**src/rtl/pgm_pkg.sv**
```systemverilog
// types, constants and helper functions for the binary pgm stream parser
package pgm_pkg;

	localparam int DIM_BITS   = 16;
	localparam int COUNT_BITS = 2 * DIM_BITS + 1;
	localparam int ACC_BITS   = DIM_BITS + 4;

	localparam logic [DIM_BITS-1:0] FIELD_MAX  = {DIM_BITS{1'b1}};
	// one bit wider than a field so that 256 still fits with narrow fields
	localparam logic [DIM_BITS:0]   GRAY_LIMIT = (DIM_BITS + 1)'(256);

	localparam logic [7:0] MAGIC_0 = 8'h50;    // 'P'
	localparam logic [7:0] MAGIC_1 = 8'h35;    // '5'

	localparam int DATA_BITS  = 3 * DIM_BITS + 2 + 8 + COUNT_BITS;
	localparam int TDATA_BITS = ((DATA_BITS + 7) / 8) * 8;

	typedef enum logic [2:0] {
		K_HEADER    = 3'd0,
		K_COMPLETE  = 3'd1,
		K_PIXEL     = 3'd2,
		K_BAD_MAGIC = 3'd3,
		K_IGNORED   = 3'd4
	} kind_t;

	typedef enum logic [3:0] {
		PH_MAGIC0  = 4'd0,
		PH_MAGIC1  = 4'd1,
		PH_SKIP_W  = 4'd2,
		PH_FIELD_W = 4'd3,
		PH_SKIP_H  = 4'd4,
		PH_FIELD_H = 4'd5,
		PH_SKIP_G  = 4'd6,
		PH_FIELD_G = 4'd7,
		PH_DATA    = 4'd8,
		PH_BAD     = 4'd9,
		PH_DONE    = 4'd10
	} phase_t;

	typedef struct packed {
		kind_t                 kind;
		logic [DIM_BITS-1:0]   image_width;
		logic [DIM_BITS-1:0]   image_height;
		logic [DIM_BITS-1:0]   max_gray_value;
		logic [1:0]            pixel_bytes;
		logic [7:0]            pixel_data;
		logic [COUNT_BITS-1:0] data_index;
		logic                  last_byte;
	} result_t;

	// space, tab, line feed, vertical tab, form feed, carriage return
	function automatic logic is_ws(input logic [7:0] c);
		return (c == 8'h20) || (c inside {[8'h09:8'h0D]});
	endfunction

	function automatic logic is_digit(input logic [7:0] c);
		return c inside {[8'h30:8'h39]};
	endfunction

endpackage

```
**src/rtl/pgm_binary_stream_parser_unit.sv**
```systemverilog
// top level of the binary pgm (p5) stream parser
//
// Takes one byte of a binary pgm file per item on the s_ side and gives one result item per
// input item on the m_ side. The parser checks the magic "P5", skips whitespace, reads width,
// height and maximum gray as decimal text (each saturating at 65535, a non-digit freezes the
// value), and takes exactly one whitespace byte after the maximum gray as the end of the header.
// The following width*height*(bytes per pixel) bytes come out as pixel items with their index,
// the final one with tlast set; later bytes are reported as ignored until s_tuser (restart)
// marks the first byte of a new file. Throughput is one item per clock while s_tready is high:
// every byte is handled by a single combinational pass from the parser state into the result
// register, and the product width*height is formed by one 16x16 multiplier registered ahead of
// its use (there is always at least one byte between the end of the height field and the end
// of the header). m_tvalid comes from the result register. A two-entry output buffer (result
// register plus skid register) keeps s_tready high while a single result waits on m_tready, so
// the input only stalls once two results are held.
module pgm_binary_stream_parser_unit (
	input  logic                            clk,
	input  logic                            arst_n,
	// input stream
	input  logic                            s_tvalid,
	output logic                            s_tready,
	input  logic [7:0]                      s_tdata,   // [7:0] byte_value
	input  logic                            s_tuser,   // [0] restart
	// result stream
	output logic                            m_tvalid,
	input  logic                            m_tready,
	// [15:0] image_width, [31:16] image_height, [47:32] max_gray_value,
	// [49:48] pixel_bytes, [57:50] pixel_data, [90:58] data_index, [95:91] zero
	output logic [pgm_pkg::TDATA_BITS-1:0]  m_tdata,
	output logic [2:0]                      m_tuser,   // [2:0] kind
	output logic                            m_tlast    // last_byte
);

	localparam int DW = pgm_pkg::DIM_BITS;
	localparam int CW = pgm_pkg::COUNT_BITS;
	localparam int AW = pgm_pkg::ACC_BITS;

	// parser state
	pgm_pkg::phase_t phase_q, phase_d;
	logic [DW-1:0]   acc_q, acc_d;
	logic            stop_q, stop_d;
	logic [DW-1:0]   width_q, width_d;
	logic [DW-1:0]   height_q, height_d;
	logic [DW-1:0]   gray_q, gray_d;
	logic [CW-1:0]   total_q, total_d;
	logic [CW-1:0]   cnt_q, cnt_d;
	logic [2*DW-1:0] area_q;

	// output buffer
	logic             out_v_q, skid_v_q;
	pgm_pkg::result_t out_q, skid_q, res;

	logic acc_in, out_take;

	// state as seen by this byte, restart wipes it first
	pgm_pkg::phase_t ph_c;
	logic [DW-1:0]   acc_c, width_c, height_c;
	logic            stop_c;
	logic [CW-1:0]   total_c, cnt_c;
	logic [7:0]      c;

	logic            ws, dig, hdr_empty, data_last;
	logic [AW-1:0]   acc_x10;
	logic [DW-1:0]   take_acc;
	logic            take_stop;
	logic [CW-1:0]   cnt_inc;

	assign acc_in   = s_tvalid && s_tready;
	assign out_take = m_tvalid && m_tready;
	assign s_tready = !skid_v_q;

	assign c        = s_tdata;
	assign ph_c     = s_tuser ? pgm_pkg::PH_MAGIC0 : phase_q;
	assign acc_c    = s_tuser ? '0 : acc_q;
	assign stop_c   = s_tuser ? 1'b0 : stop_q;
	assign width_c  = s_tuser ? '0 : width_q;
	assign height_c = s_tuser ? '0 : height_q;
	assign total_c  = s_tuser ? '0 : total_q;
	assign cnt_c    = s_tuser ? '0 : cnt_q;

	assign ws  = pgm_pkg::is_ws(c);
	assign dig = pgm_pkg::is_digit(c);

	// one decimal digit step, saturating
	assign acc_x10 = AW'({acc_c, 3'b000}) + AW'({acc_c, 1'b0}) + AW'(c[3:0]);

	always_comb begin
		if (!stop_c && dig) begin
			take_acc  = (acc_x10 > AW'(pgm_pkg::FIELD_MAX)) ? pgm_pkg::FIELD_MAX
			                                                : acc_x10[DW-1:0];
			take_stop = 1'b0;
		end else begin
			take_acc  = acc_c;
			take_stop = 1'b1;
		end
	end

	// empty image when either dimension is zero
	assign hdr_empty = (width_c == '0) || (height_c == '0);
	assign cnt_inc   = cnt_c + CW'(1);
	assign data_last = (cnt_inc >= total_c);

	// next phase
	always_comb begin
		phase_d = ph_c;
		case (ph_c)
			pgm_pkg::PH_MAGIC0: begin
				phase_d = (c == pgm_pkg::MAGIC_0) ? pgm_pkg::PH_MAGIC1 : pgm_pkg::PH_BAD;
			end
			pgm_pkg::PH_MAGIC1: begin
				phase_d = (c == pgm_pkg::MAGIC_1) ? pgm_pkg::PH_SKIP_W : pgm_pkg::PH_BAD;
			end
			pgm_pkg::PH_SKIP_W: if (!ws) phase_d = pgm_pkg::PH_FIELD_W;
			pgm_pkg::PH_SKIP_H: if (!ws) phase_d = pgm_pkg::PH_FIELD_H;
			pgm_pkg::PH_SKIP_G: if (!ws) phase_d = pgm_pkg::PH_FIELD_G;
			pgm_pkg::PH_FIELD_W: if (ws) phase_d = pgm_pkg::PH_SKIP_H;
			pgm_pkg::PH_FIELD_H: if (ws) phase_d = pgm_pkg::PH_SKIP_G;
			pgm_pkg::PH_FIELD_G: begin
				if (ws) phase_d = hdr_empty ? pgm_pkg::PH_DONE : pgm_pkg::PH_DATA;
			end
			pgm_pkg::PH_DATA: if (data_last) phase_d = pgm_pkg::PH_DONE;
			default: phase_d = ph_c;
		endcase
	end

	// datapath and result
	always_comb begin
		acc_d    = acc_c;
		stop_d   = stop_c;
		width_d  = width_c;
		height_d = height_c;
		gray_d   = s_tuser ? '0 : gray_q;
		total_d  = total_c;
		cnt_d    = cnt_c;
		res      = '0;
		res.kind = pgm_pkg::K_HEADER;
		case (ph_c)
			pgm_pkg::PH_MAGIC0: begin
				if (c != pgm_pkg::MAGIC_0) res.kind = pgm_pkg::K_BAD_MAGIC;
			end
			pgm_pkg::PH_MAGIC1: begin
				if (c != pgm_pkg::MAGIC_1) res.kind = pgm_pkg::K_BAD_MAGIC;
			end
			pgm_pkg::PH_SKIP_W, pgm_pkg::PH_SKIP_H, pgm_pkg::PH_SKIP_G: begin
				if (!ws) begin
					acc_d  = take_acc;
					stop_d = take_stop;
				end
			end
			pgm_pkg::PH_FIELD_W, pgm_pkg::PH_FIELD_H: begin
				if (ws) begin
					if (ph_c == pgm_pkg::PH_FIELD_W) width_d = acc_c;
					else height_d = acc_c;
					acc_d  = '0;
					stop_d = 1'b0;
				end else begin
					acc_d  = take_acc;
					stop_d = take_stop;
				end
			end
			pgm_pkg::PH_FIELD_G: begin
				if (ws) begin
					gray_d        = acc_c;
					acc_d         = '0;
					stop_d        = 1'b0;
					// two bytes per pixel doubles the byte count
					total_d       = (acc_c < pgm_pkg::GRAY_LIMIT) ? {1'b0, area_q}
					                                              : {area_q, 1'b0};
					cnt_d         = '0;
					res.kind      = pgm_pkg::K_COMPLETE;
					res.last_byte = hdr_empty;
				end else begin
					acc_d  = take_acc;
					stop_d = take_stop;
				end
			end
			pgm_pkg::PH_DATA: begin
				res.kind       = pgm_pkg::K_PIXEL;
				res.pixel_data = c;
				res.data_index = cnt_c;
				res.last_byte  = data_last;
				cnt_d          = cnt_inc;
			end
			default: res.kind = pgm_pkg::K_IGNORED;
		endcase
		res.image_width    = width_d;
		res.image_height   = height_d;
		res.max_gray_value = gray_d;
		res.pixel_bytes    = (gray_d < pgm_pkg::GRAY_LIMIT) ? 2'd1 : 2'd2;
	end

	// parser state registers
	always_ff @(posedge clk or negedge arst_n) begin
		if (!arst_n) begin
			phase_q  <= pgm_pkg::PH_MAGIC0;
			acc_q    <= '0;
			stop_q   <= 1'b0;
			width_q  <= '0;
			height_q <= '0;
			gray_q   <= '0;
			total_q  <= '0;
			cnt_q    <= '0;
		end else if (acc_in) begin
			phase_q  <= phase_d;
			acc_q    <= acc_d;
			stop_q   <= stop_d;
			width_q  <= width_d;
			height_q <= height_d;
			gray_q   <= gray_d;
			total_q  <= total_d;
			cnt_q    <= cnt_d;
		end
	end

	// image area, settles well before the end of the header
	always_ff @(posedge clk) begin
		area_q <= (2*DW)'(width_q) * (2*DW)'(height_q);
	end

	// output register plus skid stage
	always_ff @(posedge clk or negedge arst_n) begin
		if (!arst_n) begin
			out_v_q  <= 1'b0;
			skid_v_q <= 1'b0;
		end else begin
			if (!out_v_q || out_take) begin
				if (skid_v_q) begin
					out_v_q  <= 1'b1;
					skid_v_q <= 1'b0;
				end else begin
					out_v_q <= acc_in;
				end
			end else if (acc_in) begin
				skid_v_q <= 1'b1;
			end
		end
	end

	always_ff @(posedge clk) begin
		if (!out_v_q || out_take) begin
			out_q <= skid_v_q ? skid_q : res;
		end else if (acc_in) begin
			skid_q <= res;
		end
	end

	assign m_tvalid = out_v_q;
	assign m_tuser  = out_q.kind;
	assign m_tlast  = out_q.last_byte;
	assign m_tdata  = {{(pgm_pkg::TDATA_BITS - pgm_pkg::DATA_BITS){1'b0}},
	                   out_q.data_index, out_q.pixel_data, out_q.pixel_bytes,
	                   out_q.max_gray_value, out_q.image_height, out_q.image_width};

	// skid entry only ever sits behind a held result
	a_skid_behind_out: assert property (@(posedge clk) disable iff (!arst_n)
		skid_v_q |-> out_v_q)
		else $error("skid entry valid without output entry");

	// data phase always has bytes left to pass
	a_data_bounds: assert property (@(posedge clk) disable iff (!arst_n)
		(phase_q == pgm_pkg::PH_DATA) |-> (total_q != '0) && (cnt_q < total_q))
		else $error("data phase with no bytes remaining");

	// empty image goes straight to done after header complete
	a_empty_done: assert property (@(posedge clk) disable iff (!arst_n)
		(acc_in && res.kind == pgm_pkg::K_COMPLETE && res.last_byte)
		|=> (phase_q == pgm_pkg::PH_DONE))
		else $error("empty image did not end the data phase");

	// pixel index stays inside the image
	a_index_range: assert property (@(posedge clk) disable iff (!arst_n)
		(acc_in && res.kind == pgm_pkg::K_PIXEL) |-> (res.data_index < total_c))
		else $error("pixel index beyond image size");

endmodule

```
**config.mk**
```make
export PLATFORM = sky130hd
export DESIGN_NAME = pgm_binary_stream_parser_unit
export DESIGN_NICKNAME = d
export VERILOG_FILES = /design/src/rtl/pgm_pkg.sv /design/src/rtl/pgm_binary_stream_parser_unit.sv
export SDC_FILE = /design/constraint.sdc
export NUM_CORES = 1
export LEC_CHECK = 0
export BUFFER_PORTS_ARGS = -buffer_cell sky130_fd_sc_hd__buf_2
export CORE_UTILIZATION = 57
export CTS_CLUSTER_DIAMETER = 50
export CTS_CLUSTER_SIZE = 30
export DETAILED_ROUTE_END_ITERATION = 8
export PLACE_DENSITY = 0.81
export RECOVER_POWER = 25
export SLEW_MARGIN = 10
export SYNTH_ARGS = -nofsm -noshare
export SYNTH_HDL_FRONTEND = slang
export SYNTH_SLANG_ARGS = --single-unit
export TNS_END_PERCENT = 50
```
**constraint.sdc**
```tcl
create_clock -name clk -period 6.91 [get_ports clk]
set_input_delay 0.691 -clock clk [delete_from_list [all_inputs] [get_ports clk]]
set_output_delay 0.691 -clock clk [all_outputs]
set_load 0.01 [all_outputs]
```
==> flow_summary.json <==
{
  "worstPathMaxFanout": 19,
  "io_buffers": 109,
  "final_util_pct": 62.97,
  "crit_buf_inv": 5,
  "io_pins": 115,
  "fp.dieArea_um2": 46310,
  "drive_above_1_share_pct": 10.77,
  "grt_max_degree": 95,
  "num_antenna_cells": 0,
  "crit_type": "flip-flop to flip-flop",
  "fillers": 3561,
  "p_leak_uw": 0.01324,
  "hpwl_mm": 43.68,
  "cts_buffers": 31,
  "cp-start-kind": "flip-flop",
  "path_clk_slew_ps": 80,
  "multi_input_area_um2": 14480,
  "setup_viol": 0,
  "cp_data_arrival_time_ps": 7150,
  "root_buffer": "clkbuf_16",
  "clock-sinks": 359,
  "crit_path_end_kind": "flip-flop",
  "via_per_inst": 5.811,
  "rsz0062_at_grt": "no",
  "overflow": 0,
  "synth.distinct_cells": 71,
  "htreeDepth": 1,
  "num_vias": 18930,
  "ys_warn_count": 0,
  "fin_nets": 3020,
  "synthTopCellsByArea": "edfxtp_1 22%, fa_1 15%, dfrtp_1 13%, ha_1 8.2%, nand2_1 6.4%",
  "synthCells": 2608,
  "slew_headroom_pct": -128.3,
  "hold_path_class": "input pin to flip-flop",
  "drc_errors": 0,
  "critPathMaxStageDelay_ps": 920,
  "synthesis.area_um2": 25910,
  "fp.coreArea_um2": 44510,
  "violations": "max-capacitance violations, max-slew violations",
  "track_usage_pct": 26.41,
  "ys_seq_area_share_pct": 37.73,
  "ys.flop_type": "edfxtp_1",
  "drv_cap": 3,
  "synth_top_area_cell": "edfxtp_1",
  "first_pass_iters": 6,
  "synth_common_cells": "442 x nand2_1, 283 x inv_1, 196 x fa_1, 190 x edfxtp_1, 169 x ha_1",
  "clock.fmax_mhz": 150.9,
  "synth-edff-count": 190,
  "rows": 77,
  "critPathRequiredTime_ps": 7430,
  "cp_slowest_cell": "dfrtp_1",
  "gp_congestion": 0.9241,
  "finalHoldViolCount": 0,
  "synth_most_common_cell": "nand2_1",
  "first_iter_violations": 1494,
  "min_period_ps": 6627,
  "cts_tree": "yes",
  "start_util_pct": 58.21,
  "wl_per_cell_um": 18.46,
  "path_delay_family": "adder cells",
  "clkLatencyLatePin_ps": 590,
  "yosysTopAreaCellShare_pct": 22.02,
  "ys_seq_elements": 359,
  "grt_pass1_wl_mm": 98.70,
  "chipWidth_um": 215.2,
  "ctsHoldBuffers": 0,
  "cts_buffer_depth": 3,
  "synthArstFlopShare_pct": 38.16,
  "period_share_pct": 95.90,
  "area_growth_pct": 8.181,
  "synth.avg_cell_area_um2": 9.934,
  "seq_area_um2": 9777,
  "worst_slew_pin_slew_ps": 3425,
  "grt_antenna_before_repair": 0,
  "wirelength_mm": 60.14,
  "irDropWorstVdd_v": 0.0001770,
  "ant_nets": 0,
  "grt_pass1_vias": 19070,
  "setup-tns-final_ps": 0,
  "die_h_um": 215.2,
  "cpMostUsedCell": "fa_1",
  "skew_ps": 20.00,
  "power.density_nw_per_um2": 164.8,
  "crit_path_cell_trace": "nand2_1 -> fa_1 -> inv_1 -> fa_1 -> inv_1 -> fa_1 -> inv_1 -> fa_1 -> fa_1 -> inv_1 -> fa_1 -> inv_1 -> ha_1 -> and4_1 -> and2_1 -> a32oi_1 -> a21boi_0 -> o21ai_0 -> a31oi_1 -> o21a_1 -> nor2_1 -> xnor2_1",
  "status": "finished, violations left",
  "slew_viol_final": 190
}
==> layout make-up <==
cell class / count / area share, %
Timing Repair Buffer: 147 / 2.915
Inverter: 284 / 3.804
Sequential cell: 359 / 34.88
Multi-Input combinational cell: 1819 / 51.65
Tap cell: 592 / 2.643
Clock inverter: 24 / 1.161
Clock buffer: 33 / 2.946
==> registers in the layout, summed over array words and instances, names as in the netlist <==
name      count
phase_q       4
width_q      16
gray_q       16
m_tdata      91
area_q       32
skid_q       95
cnt_q        33
skid_v_q      1
m_tuser       3
stop_q        1
m_tlast       1
m_tvalid      1
acc_q        16
total_q      33
height_q     16
==> worst register-to-register path, cell delays in order (launching register included) <==
cell	delay (ps)
dfrtp_1	920
nand2_1	190
fa_1	550
inv_1	50
fa_1	370
inv_1	70
fa_1	420
inv_1	100
fa_1	400
fa_1	490
inv_1	50
fa_1	530
inv_1	50
ha_1	370
and4_1	220
and2_1	160
a32oi_1	380
a21boi_0	300
o21ai_0	340
a31oi_1	160
o21a_1	190
nor2_1	130
xnor2_1	130
==> cells in the final DEF (no fill, tap or decap), types with 16 or more instances in the layout <==
master and n:
o31ai_1 44, xor2_1 21, mux2i_1 77, nor2_1 81, nand2_1 441, buf_4 38
edfxtp_1 190, a21oi_1 75, dfxtp_1 32, o21a_1 16, ha_1 169, clkbuf_16 33
o21ai_0 154, fa_1 196, or2_2 35, nand4_1 17, buf_2 97, nor2b_1 43
mux2_2 42, xnor2_1 40, nor4_1 16, dfrtp_1 135, a21o_1 24, and2_1 149
inv_1 283, nand3_1 27
==> cell families after synthesis <==
family / Yosys count / share of synthesized area (%)
buffers and inverters: 434 / 6.549
other: 1 / 0.01447
DFF: 359 / 37.73
xor gates and xnor gates: 61 / 2.062
adders and majority gates: 365 / 23.31
muxes: 123 / 5.013
AOI/OAI and AO/OA: 389 / 9.181
and+or+nand+nor: 876 / 16.15
==> per-layer routing <==
layer  vias to the layer above  share of wire (%)  track usage (%)
li1                       8709                  -                -
met1                      9385                 42            35.56
met2                       711                 49            44.25
met3                       128                6.5            2.987
met4                         0                3.3            9.551
met5                         -                  0                0
==> timing repair <==
action / in CTS / in global routing
resized for setup: 0 / 1
setup endpoints to repair: 0 / 1
buffers inserted: 0 / 0
==> worst paths after layout <==
check | startpoint | endpoint | slack (ps) | cells after the start
worst max-delay path | width_q[4] | area_q[31] | 280 | 22
worst min-delay path | s_tvalid | m_tvalid | 350 | 3
worst max register to register | width_q[4] | area_q[31] | 280 | 22
worst min register to register | total_q[0] | total_q[0] | 490 | 2
max in group asynchronous | arst_n | width_q[6] | 2200 | 2
min in group asynchronous | arst_n | total_q[27] | 1240 | 1
==> per-stage QoR <==
step | worst slack (ps) | instance area [um^2] | hold WS [ps] | power, uW | cells
floorplan | 248.6 | 25920 | 395.4 | 2620 | 2612
global placement | 475.9 | 26900 | 464.1 | 2735 | 3201
detailed placement | 293.1 | 26900 | 468.8 | 2748 | 3201
CTS | 292.4 | 28050 | 92.93 | 4640 | 3258
global route | 19.82 | 28030 | 385.4 | 4753 | 3258
finish | 283.0 | 28030 | 351.1 | 4618 | 3258
==> report_power, final <==
part | total [uW] | leakage (uW) | internal, uW | switching, uW
Sequential | 2380 | 0.00403 | 2350 | 36.3
Clock | 1920 | 0.000561 | 981 | 937
Combinational | 318 | 0.00865 | 94.4 | 224
Total | 4620 | 0.0132 | 3420 | 1200
(Power assumes the default switching activity.)
